===== src/rtl/core/xwg_pkg.sv =====
// Shared types and constants of the xorshift word generator.
package xwg_pkg;

    // State word and its value after reset
    localparam int unsigned WORD_W     = 32;
    localparam logic [31:0] SEED_RESET = 32'hCAFE_BABE;

    // Character codes
    localparam logic [7:0] SPACE_CHAR  = 8'h20;
    localparam logic [7:0] LETTER_BASE = 8'h61;
    localparam logic [7:0] LETTER_LAST = 8'h7A;

    // Word length is MIN_LEN plus the low bits of the state
    localparam int unsigned LEN_BITS = 3;
    localparam int unsigned MIN_LEN  = 3;
    localparam int unsigned LEFT_W   = 4;

    // Register file: byte address width and register index codes
    localparam int unsigned ADDR_W = 3;
    localparam logic        REG_SEED = 1'b0;

    // Sequencer states
    typedef enum logic [1:0] {
        S_IDLE,
        S_SEED,
        S_SPACE,
        S_LETTER
    } t_state;

    // Sequencer strobes to the datapath
    typedef struct packed {
        logic take_item;
        logic adv_state;
        logic emit_space;
        logic emit_letter;
        logic last;
        logic busy;
    } t_ctrl;

endpackage


===== src/rtl/core/xwg_step_unit.sv =====
// Shared xorshift step with the letter that the stepped value selects.
module xwg_step_unit (
    input  logic [xwg_pkg::WORD_W-1:0] i_word,
    output logic [xwg_pkg::WORD_W-1:0] o_next,
    output logic [7:0]                 o_char
);
    import xwg_pkg::*;

    localparam int unsigned SH_A     = 13;
    localparam int unsigned SH_B     = 17;
    localparam int unsigned SH_C     = 5;
    localparam logic [12:0] RECIP_13 = 13'd5042;  // ceil(2^16 / 13)
    localparam logic [12:0] DIV_13   = 13'd13;

    logic [WORD_W-1:0] w_a;
    logic [WORD_W-1:0] w_b;
    logic [WORD_W-1:0] w_c;
    logic [30:0]       w_half;
    logic [13:0]       w_fold1;
    logic [12:0]       w_fold2;
    logic [25:0]       w_prod;
    logic [9:0]        w_quot;
    logic [12:0]       w_back;
    logic [12:0]       w_diff;
    logic [4:0]        w_mod26;

    // Advance the state by one xorshift step
    always_comb begin
        w_a = i_word ^ (i_word << SH_A);
        w_b = w_a ^ (w_a >> SH_B);
        w_c = w_b ^ (w_b << SH_C);
    end

    // Reduce modulo 13 by folding 12-bit chunks (2^12 = 1 mod 13)
    always_comb begin
        w_half  = w_c[31:1];
        w_fold1 = 14'(w_half[11:0]) + 14'(w_half[23:12]) + 14'(w_half[30:24]);
        w_fold2 = 13'(w_fold1[11:0]) + 13'(w_fold1[13:12]);
        w_prod  = 26'(w_fold2) * 26'(RECIP_13);
        w_quot  = w_prod[25:16];
        w_back  = 13'(w_quot) * DIV_13;
        w_diff  = w_fold2 - w_back;
        // x mod 26 = 2 * ((x >> 1) mod 13) + lsb
        w_mod26 = {w_diff[3:0], w_c[0]};
    end

    assign o_next = w_c;
    assign o_char = LETTER_BASE + 8'(w_mod26);

endmodule


===== src/rtl/core/xwg_ctrl.sv =====
// Sequencer: steps one word through seeding, optional space and its letters.
module xwg_ctrl (
    input  logic                          i_clk,
    input  logic                          i_rst_n,
    input  logic                          i_in_valid,
    input  logic                          i_first_in_line,
    input  logic                          i_out_free,
    input  logic [xwg_pkg::LEN_BITS-1:0]  i_len_bits,
    output xwg_pkg::t_ctrl                o_ctrl
);
    import xwg_pkg::*;

    t_state            r_state;
    t_state            n_state;
    logic              r_space;
    logic              n_space;
    logic [LEFT_W-1:0] r_left;
    logic [LEFT_W-1:0] n_left;

    // Next state
    always_comb begin
        n_state = r_state;
        unique case (r_state)
            S_IDLE: begin
                if (i_in_valid) n_state = S_SEED;
            end
            S_SEED: begin
                n_state = r_space ? S_SPACE : S_LETTER;
            end
            S_SPACE: begin
                if (i_out_free) n_state = S_LETTER;
            end
            S_LETTER: begin
                if (i_out_free && (r_left == '0)) n_state = S_IDLE;
            end
            default: n_state = S_IDLE;
        endcase
    end

    // Strobes and counters
    always_comb begin
        o_ctrl  = '0;
        n_space = r_space;
        n_left  = r_left;
        unique case (r_state)
            S_IDLE: begin
                o_ctrl.take_item = i_in_valid;
                if (i_in_valid) n_space = ~i_first_in_line;
            end
            S_SEED: begin
                o_ctrl.busy      = 1'b1;
                o_ctrl.adv_state = 1'b1;
                // Letters left after the first one
                n_left = LEFT_W'(MIN_LEN - 1) + LEFT_W'(i_len_bits);
            end
            S_SPACE: begin
                o_ctrl.busy       = 1'b1;
                o_ctrl.emit_space = i_out_free;
            end
            S_LETTER: begin
                o_ctrl.busy        = 1'b1;
                o_ctrl.emit_letter = i_out_free;
                o_ctrl.last        = (r_left == '0);
                if (i_out_free && (r_left != '0)) n_left = r_left - 1'b1;
            end
            default: begin
                o_ctrl.busy = 1'b1;
            end
        endcase
    end

    always_ff @(posedge i_clk) begin
        if (!i_rst_n) begin
            r_state <= S_IDLE;
            r_space <= 1'b0;
            r_left  <= '0;
        end else begin
            r_state <= n_state;
            r_space <= n_space;
            r_left  <= n_left;
        end
    end

endmodule


===== src/rtl/core/xwg_top_unit.sv =====
// Start-state select: the seed on a new corpus, else the running generator state.
module xwg_top_unit (
    input  logic [xwg_pkg::WORD_W-1:0] i_seed,
    input  logic [xwg_pkg::WORD_W-1:0] i_gen,
    input  logic                       i_new_corpus,
    output logic [xwg_pkg::WORD_W-1:0] o_start
);
    import xwg_pkg::*;

    // Pick the starting state of a word: seed on a new corpus, else carry on
    assign o_start = i_new_corpus ? i_seed : i_gen;

endmodule


===== src/rtl/core/xorshift_word_generator_unit.sv =====
// Top level of the xorshift word generator: register port, datapath, result stage.
//
// Usage:
//   Input channel (i_in_valid / o_in_stall): each item asks for one word.
//   i_new_corpus reloads the generator state from the seed register first;
//   i_first_in_line suppresses the leading space.
//   Output channel (o_out_valid / i_out_stall): one character per item
//   delivered, a space first unless the word starts a line, then 3 to 10
//   letters; o_last marks the final letter.
//   Sequence: the sequencer takes the item and advances the generator state,
//   then emits one character per cycle while the receiver does not stall; a
//   word has 3 to 11 characters. The single xorshift step unit serves
//   the state advance and every letter. After accept, S_SEED comes first,
//   then the space or letter state loads the first character into the result
//   register. A stalled receiver freezes it and holds the space and letter states;
//   the next item is taken while the last character still waits.
//   Reset returns the sequencer to idle, drops any pending character, and
//   loads 0xCAFEBABE into both the generator state and the seed register.
//   Write the seed register (byte address 0) only while idle.
module xorshift_word_generator_unit (
    input  logic                       i_clk,
    input  logic                       i_rst_n,
    // Register port
    input  logic                       psel,
    input  logic                       penable,
    input  logic                       pwrite,
    input  logic [xwg_pkg::ADDR_W-1:0] paddr,
    input  logic [31:0]                pwdata,
    output logic [31:0]                prdata,
    output logic                       pready,
    // Request channel
    input  logic                       i_in_valid,
    output logic                       o_in_stall,
    input  logic                       i_new_corpus,
    input  logic                       i_first_in_line,
    // Character channel
    output logic                       o_out_valid,
    input  logic                       i_out_stall,
    output logic [7:0]                 o_character,
    output logic                       o_last
);
    import xwg_pkg::*;

    logic [WORD_W-1:0] r_seed;
    logic [WORD_W-1:0] r_gen;
    logic [WORD_W-1:0] r_work;
    logic              r_out_valid;
    logic [7:0]        r_char;
    logic              r_last;

    logic [WORD_W-1:0] w_start;
    logic [WORD_W-1:0] w_next;
    logic [7:0]        w_letter;
    logic              w_out_free;
    logic              w_reg_wr;
    t_ctrl             w_ctrl;

    // Register port
    assign pready   = 1'b1;
    assign w_reg_wr = psel && penable && pwrite && (paddr[2] == REG_SEED);
    assign prdata   = (paddr[2] == REG_SEED) ? r_seed : '0;

    always_ff @(posedge i_clk) begin
        if (!i_rst_n) begin
            r_seed <= SEED_RESET;
        end else if (w_reg_wr) begin
            r_seed <= pwdata;
        end
    end

    assign w_out_free = !r_out_valid || !i_out_stall;
    assign o_in_stall = w_ctrl.busy;

    xwg_ctrl u_ctrl (
        .i_clk           (i_clk),
        .i_rst_n         (i_rst_n),
        .i_in_valid      (i_in_valid),
        .i_first_in_line (i_first_in_line),
        .i_out_free      (w_out_free),
        .i_len_bits      (w_next[LEN_BITS-1:0]),
        .o_ctrl          (w_ctrl)
    );

    xwg_top_unit u_start (
        .i_seed       (r_seed),
        .i_gen        (r_gen),
        .i_new_corpus (i_new_corpus),
        .o_start      (w_start)
    );

    xwg_step_unit u_step (
        .i_word (r_work),
        .o_next (w_next),
        .o_char (w_letter)
    );

    // Generator state
    always_ff @(posedge i_clk) begin
        if (!i_rst_n) begin
            r_gen <= SEED_RESET;
        end else if (w_ctrl.adv_state) begin
            r_gen <= w_next;
        end
    end

    // Working value: load on take, advance on state step and each letter
    always_ff @(posedge i_clk) begin
        if (w_ctrl.take_item) begin
            r_work <= w_start;
        end else if (w_ctrl.adv_state || w_ctrl.emit_letter) begin
            r_work <= w_next;
        end
    end

    // Result register
    always_ff @(posedge i_clk) begin
        if (!i_rst_n) begin
            r_out_valid <= 1'b0;
        end else if (w_ctrl.emit_space || w_ctrl.emit_letter) begin
            r_out_valid <= 1'b1;
        end else if (!i_out_stall) begin
            r_out_valid <= 1'b0;
        end
    end

    always_ff @(posedge i_clk) begin
        if (w_ctrl.emit_space) begin
            r_char <= SPACE_CHAR;
            r_last <= 1'b0;
        end else if (w_ctrl.emit_letter) begin
            r_char <= w_letter;
            r_last <= w_ctrl.last;
        end
    end

    assign o_out_valid = r_out_valid;
    assign o_character = r_char;
    assign o_last      = r_last;

    // Busy right after an item is taken
    a_busy_after_take: assert property (@(posedge i_clk) disable iff (!i_rst_n)
        (i_in_valid && !o_in_stall) |=> o_in_stall)
        else $error("request taken while sequencer not left idle");

    // A space never ends a word
    a_space_not_last: assert property (@(posedge i_clk) disable iff (!i_rst_n)
        (o_out_valid && o_last) |-> (o_character != SPACE_CHAR))
        else $error("last flag on a space");

    // Every non-space character is a lower-case letter
    a_letter_range: assert property (@(posedge i_clk) disable iff (!i_rst_n)
        (o_out_valid && (o_character != SPACE_CHAR)) |->
        ((o_character >= LETTER_BASE) && (o_character <= LETTER_LAST)))
        else $error("character outside the alphabet");

    // No new character is loaded while the receiver holds the old one
    a_no_overwrite: assert property (@(posedge i_clk) disable iff (!i_rst_n)
        (o_out_valid && i_out_stall) |-> !(w_ctrl.emit_space || w_ctrl.emit_letter))
        else $error("result register overwritten while stalled");

endmodule

===== config.mk =====
export PLATFORM = sky130hd
export DESIGN_NAME = xorshift_word_generator_unit
export DESIGN_NICKNAME = d
export VERILOG_FILES = /design/src/rtl/core/xwg_pkg.sv /design/src/rtl/core/xwg_step_unit.sv /design/src/rtl/core/xwg_ctrl.sv /design/src/rtl/core/xwg_top_unit.sv /design/src/rtl/core/xorshift_word_generator_unit.sv
export SDC_FILE = /design/constraint.sdc
export NUM_CORES = 1
export LEC_CHECK = 0
export ABC_CLOCK_PERIOD_IN_PS = 25200
export BUFFER_PORTS_ARGS = -buffer_cell sky130_fd_sc_hd__clkbuf_2
export CAP_MARGIN = 30
export CORE_AREA = 2 2 124 126
export DETAILED_ROUTE_END_ITERATION = 8
export DIE_AREA = 0 0 126 128
export GPL_ROUTABILITY_DRIVEN = 1
export MAX_ROUTING_LAYER = met4
export PLACE_DENSITY = 0.95
export SLEW_MARGIN = 10
export SYNTH_ARGS = -nofsm -noshare
export SYNTH_HDL_FRONTEND = slang
export SYNTH_SLANG_ARGS = --single-unit

===== constraint.sdc =====
create_clock -name i_clk -period 25.2 [get_ports i_clk]
set_input_delay 5.04 -clock i_clk [delete_from_list [all_inputs] [get_ports i_clk]]
set_output_delay 5.04 -clock i_clk [all_outputs]
set_load 0.01 [all_outputs]

==> results of run 1 <==
per-layer routing:
metal	global-route usage, %	up-vias	wire (µm)
li1	-	3555	-
met1	36.3	3847	9020
met2	58.3	592	13100
met3	6.64	151	2480
met4	17.2	0	1370
met5	-	-	0
synth_stat cells (31+ instances only):
| cell type | number |
|---|---|
| nand3_1 | 31 |
| edfxtp_1 | 32 |
| fa_1 | 44 |
| xnor2_1 | 81 |
| xor2_1 | 36 |
| dfxtp_1 | 81 |
| a21oi_1 | 51 |
| nor2b_1 | 54 |
| clkbuf_1 | 31 |
| nor2_1 | 52 |
| mux2i_1 | 60 |
| ha_1 | 84 |
| nand2_1 | 119 |
| inv_1 | 106 |
cell type report:
cell class,count,area [µm²]
Multi-Input combinational cell,764,6140
Fill cell,937,4460
Sequential cell,113,2580
Timing Repair Buffer,92,500
Clock buffer,21,482
Inverter,106,398
Tap cell,188,235
Clock inverter,10,73.8
registers in the layout (all words and copies together) (netlist names):
name / flops
r_gen: 32
o_out_valid: 1
o_character: 8
u_ctrl.r_space: 1
u_ctrl.r_left: 4
r_seed: 32
o_last: 1
u_ctrl.r_state: 2
r_work: 32
worst max path at each step:
stage	slack, ns	to	cells after the start
floorplan	12.45	o_character[4]	48
CTS	10.20	o_character[4]	45
global placement	10.95	o_character[4]	45
global route	9.30	o_character[4]	45
finish	10.06	o_character[4]	45
detailed placement	10.50	o_character[4]	47
metrics by stage:
step                setup slack [ns]  instance area, µm²  utilization, %  std cells  hold slack (ns)
floorplan                      12.45                9280               -       1026            0.440
finish                         10.06               10400            70.0       1294            0.476
global placement               10.95                9820            66.1       1261            0.447
detailed placement             10.50                9840            66.2       1262            0.452
global route                    9.30               10400            70.0       1294            0.502
CTS                            10.20               10400            69.9       1293            0.470
cell usage in the layout (no fill, tap or decap), types with 9 or more instances in the layout:
cell type,synthesis,layout
a21o_1,9,9
clkbuf_2,0,84
nor2_1,52,52
a21oi_1,51,51
nand3_1,31,31
dfxtp_1,81,81
inv_1,106,106
clkbuf_16,0,18
edfxtp_1,32,32
a21boi_0,12,12
xnor2_1,81,81
ha_1,84,83
nor2b_1,54,54
xor2_1,36,36
mux2i_1,60,60
fa_1,44,44
a211oi_1,9,9
nand2_1,119,119
o21ai_0,24,24
critical path: cells and delay by family (launching register included):
| kind | cells | cell delay (ns) |
|---|---|---|
| simple gates | 11 | 3.46 |
| fa+ha+maj | 11 | 4.67 |
| xor+xnor | 12 | 4.05 |
| flops | 1 | 0.47 |
| compound gates | 6 | 2.05 |
| buf+inv | 5 | 0.38 |
cell families after synthesis:
kind of cell               Yosys count  share of synthesized area, %
AOI/OAI and AO/OA                  139                          9.68
and+or+nand+nor                    307                          15.9
xor gates and xnor gates           124                          12.6
buffers and inverters              149                          6.09
other                                1                        0.0404
muxes                               65                          7.08
DFF                                113                          27.8
adders and majority gates          128                          20.8
==> metrics.md, run 1 <==
| Metric | Value |
|---|---|
| Critical path type | `reg2reg` |
| FF-to-FF End | `o_character[4]` |
| Nets | `1266` |
| Beginning of the worst hold path | `o_character[1]` |
| Die height | `128 µm` |
| Fin Clk Skew | `0.00922 ns` |
| Achievable frequency | `66.0 MHz` |
| CTS Buf Count | `17` |
| Die X | `126 µm` |
| First-pass GRT wire length | `41400 µm` |
| Initial antenna violation count | `0` |
| Worst reg2reg setup slack | `10.06 ns` |
| Hold Buf Count CTS | `0` |
| Post-synthesis sequential area ratio | `27.8%` |
| Critical-path top delay cell | `xnor2_1` |
| Routability-driven placement congestion ratio | `0.971` |
| Synth Warn # | `0` |
| #FFs+latches synth | `113` |
| Startpoint Class | `flip-flop` |
| Rows | `45` |
| R2R Path Start | `r_work[17]` |
| HP Class | `reg2reg` |
| Worst hold endpoint | `o_character[1]` |
| Vias in the first global route | `8177` |
| Run status | `finished, final reports clean` |
| Gates resized, CTS repair | `0` |
| Worst hold path depth | `2` |
| Main area contributors after synthesis | `dfxtp_1, ha_1, edfxtp_1` |
| Worst r2r path cells | `45` |
| Post-synth top area cell | `dfxtp_1` |
| TritonCTS clock tree | `built` |
| IO Pins | `88` |
| Critical path launch point | `r_work[17]` |
| Die area | `16100 µm²` |
| Final hold vios | `0` |
| Wirelength, routed | `25900 µm` |
| Total GRT Usage | `33.4%` |
| Total congestion overflow | `0` |
| CP required | `25.54 ns` |
| PortBufs | `84` |
| Post-Syn Nets | `1198` |
| Setup violators final | `0` |
| Max-slew violation count | `0` |
| FFs w/ async S/R, synth | `0%` |
| CP Max Fanout | `9` |
| Critical Path Sink Type | `flip-flop` |
| Ratio of final minimum period to clock period | `60.1%` |
| Area of the mapped netlist | `9280 µm²` |
| DR WL/cell | `20.0 µm` |
| Post-DP HPWL | `16800 µm` |
| Clock transition at the registers of the reported paths | `0.06 ns` |
| Share of the synthesized area in the top cell type | `17.5%` |
| Post-synthesis cell type count | `67` |
| Max Root-Sink Buffers | `2` |
| Critical path's most frequent cell | `xnor2_1` |
| EDFF count, synth | `32` |
| Starting DRT DRC Count | `780` |
| Layout cells sized above 1 | `13.2%` |
| Max-slew headroom | `35.8%` |
| Vias | `8145` |
| Syn Inst Count | `1026` |
| Syn Area/Cell | `9.05 µm²` |
| Pre-antenna DRT Iters | `7` |
| Core area | `14900 µm²` |
| CP max stage delay | `0.81 ns` |
| Starting Density | `62.4%` |
| Area growth, synth to finish | `12.1%` |
| WP data arrival | `15.48 ns` |
| Largest net degree at the start of global routing | `73` |
| Setup bufs post-CTS | `0` |
| Clock latency on the worst-skew pair | `0.43 ns` |
| Root Buffer | `clkbuf_16` |
| Routed Antenna Nets | `0` |
| Unrepaired setup endpoints after global routing | `no` |
| Tmin final | `15.14 ns` |
| Clock H-tree levels | `4` |
| Worst-Margin Slew | `0.956 ns` |
| DRC Markers | `0` |
| Sink Count | `113` |
| Max Cap Viol | `0` |
| Vias per cell | `6.29` |
| Ys flop type | `dfxtp_1` |
| Antenna cells | `0` |
| Setup TNS | `0 ns` |
Power of run 1 is not shown: default switching activity piles up to over one toggle a cycle in this logic, so the estimate is an artifact.
==> run 2: changes to the inputs <==
- ABC_CLOCK_PERIOD_IN_PS: 25200 -> 13000
- CORE_AREA: 2 2 124 126 -> 2 2 133 135
- DIE_AREA: 0 0 126 128 -> 0 0 135 137
- PLACE_DENSITY: 0.95 -> 0.88
- clock period: 25.2 -> 13 ns (I/O delays scaled with it)
==> run 2 against run 1 <==
Effect of this change: die area is 15% higher; first-iteration DRC count is 9.2% lower; non-clock buffer count is 72 higher; maximum frequency is 17% higher; clock skew is 0.0010 ns higher.
==> metrics.md, run 2 (synthesized netlist as in run 1, its figures left out) <==
| Metric | Value |
|---|---|
| Run status | `finished, final reports clean` |
| CP Max Fanout | `4` |
| Clock transition at the registers of the reported paths | `0.06 ns` |
| Initial antenna violation count | `0` |
| Total congestion overflow | `0` |
| DRC Markers | `0` |
| Area growth, synth to finish | `21.4%` |
| IO Pins | `88` |
| Wirelength, routed | `26400 µm` |
| Critical path type | `reg2reg` |
| Setup violators final | `0` |
| PortBufs | `84` |
| Vias per cell | `5.82` |
| Post-DP Area | `10300 µm²` |
| Max Root-Sink Buffers | `2` |
| CP required | `13.32 ns` |
| Largest net degree at the start of global routing | `73` |
| Fin Clk Skew | `0.0103 ns` |
| Core area | `17100 µm²` |
| Starting Density | `54.4%` |
| Nets | `1338` |
| Critical-path top delay cell | `or4_4` |
| Critical Path Sink Type | `flip-flop` |
| Clock latency on the worst-skew pair | `0.43 ns` |
| Vias in the first global route | `7875` |
| Max-slew violation count | `0` |
| Clock H-tree levels | `4` |
| Layout cells sized above 1 | `21.5%` |
| Vias | `8173` |
| CP max stage delay | `0.57 ns` |
| CTS Buf Count | `17` |
| Ratio of final minimum period to clock period | `99.6%` |
| DR WL/cell | `18.8 µm` |
| Total GRT Usage | `27.2%` |
| Routed Antenna Nets | `0` |
| Final worst hold slack | `0.480 ns` |
| Critical path's most frequent cell | `inv_1` |
| First-pass GRT wire length | `38400 µm` |
| Worst-Margin Slew | `0.863 ns` |
| Max-slew headroom | `42.0%` |
| CP delay by family, top | `adder cells` |
| Starting DRT DRC Count | `708` |
| Commonest non-fill, non-tap cell in the layout | `nand2_1` |
| Achievable frequency | `77.2 MHz` |
| Root Buffer | `clkbuf_16` |
| Final hold vios | `0` |
| Startpoint Class | `flip-flop` |
| Buf/Inv on CP | `10` |
| Tmin final | `12.95 ns` |
| Place WS | `-0.182 ns` |
| TritonCTS clock tree | `built` |
| Sink Count | `113` |
| Hold Buf Count CTS | `0` |
| Final worst setup slack | `0.0516 ns` |
| Antenna cells | `0` |
| WP data arrival | `13.27 ns` |
| HP Class | `reg2reg` |
| Rows | `48` |
| Commonest non-fill, non-tap cells in the layout | `nand2_1, inv_1, clkbuf_2` |
| Biggest registers after layout | `r_gen (32), r_seed (32), r_work (32)` |
| Die X | `135 µm` |
| Final Instance Area | `11300 µm²` |
| Routability-driven placement congestion ratio | `0.940` |
| Max Cap Viol | `0` |
| Die area | `18500 µm²` |
| Die height | `137 µm` |
| Post-DP HPWL | `16800 µm` |
| Pre-antenna DRT Iters | `7` |
run 2: cell types whose count changed in the layout (fill, tap and decap cells not counted), sizes merged:
cell      before  now
clkbuf       105  103
clkinvlp       2    0
inv          111  114
buf            8   80
clkinv         3    5
run 2: routing by layer:
layer | vias up | global-route usage (%) | share of wire, %
met4 | 0 | 13.8 | 6.4
met2 | 491 | 47.4 | 49
met5 | - | - | 0
li1 | 3702 | - | -
met1 | 3832 | 29.9 | 37
met3 | 148 | 5.19 | 7.7
run 2: final cells by class:
type | instances | area, µm²
clock buffer | 19 | 475
clock inverter | 13 | 110
multi-input combinational | 764 | 6370
fill | 1163 | 5790
sequential | 113 | 2580
tap | 225 | 282
inverter | 106 | 398
timing repair buffer | 164 | 1040
run 2: worst min-delay path, delay by kind of cell, from the launching register on:
| family | cells | cell delay [ns] |
|---|---|---|
| and+or+nand+nor | 1 | 0.05 |
| AOI/OAI and AO/OA | 1 | 0.06 |
| DFF | 1 | 0.32 |
run 2: repair_timing:
item                                    in CTS  in global routing
endpoints found under the setup margin       4                  4
endpoints found under the hold margin        0                  0
pin swaps                                    1                 16
setup buffers                                2                 10
resized for setup                           10                 29
run 2: path summary, 6_finish.rpt:
path,startpoint,end,depth (start not counted),slack [ns]
worst max-delay path,r_work[13],o_character[7],53,0.05
worst min register to register,r_seed[16],r_seed[16],2,0.48
worst max register to register,r_work[13],o_character[7],53,0.05
worst min-delay path,r_seed[16],r_seed[16],2,0.48
run 2: through the flow:
step | std cells | utilization [%] | setup TNS (ns)
global route | 1404 | 66.0 | -1.44
global placement | 1358 | 60.5 | 0
floorplan | 1026 | - | 0
CTS | 1393 | 64.5 | 0
detailed placement | 1359 | 60.6 | -0.188
finish | 1404 | 66.0 | 0
Power of run 2 is left out for the same reason.
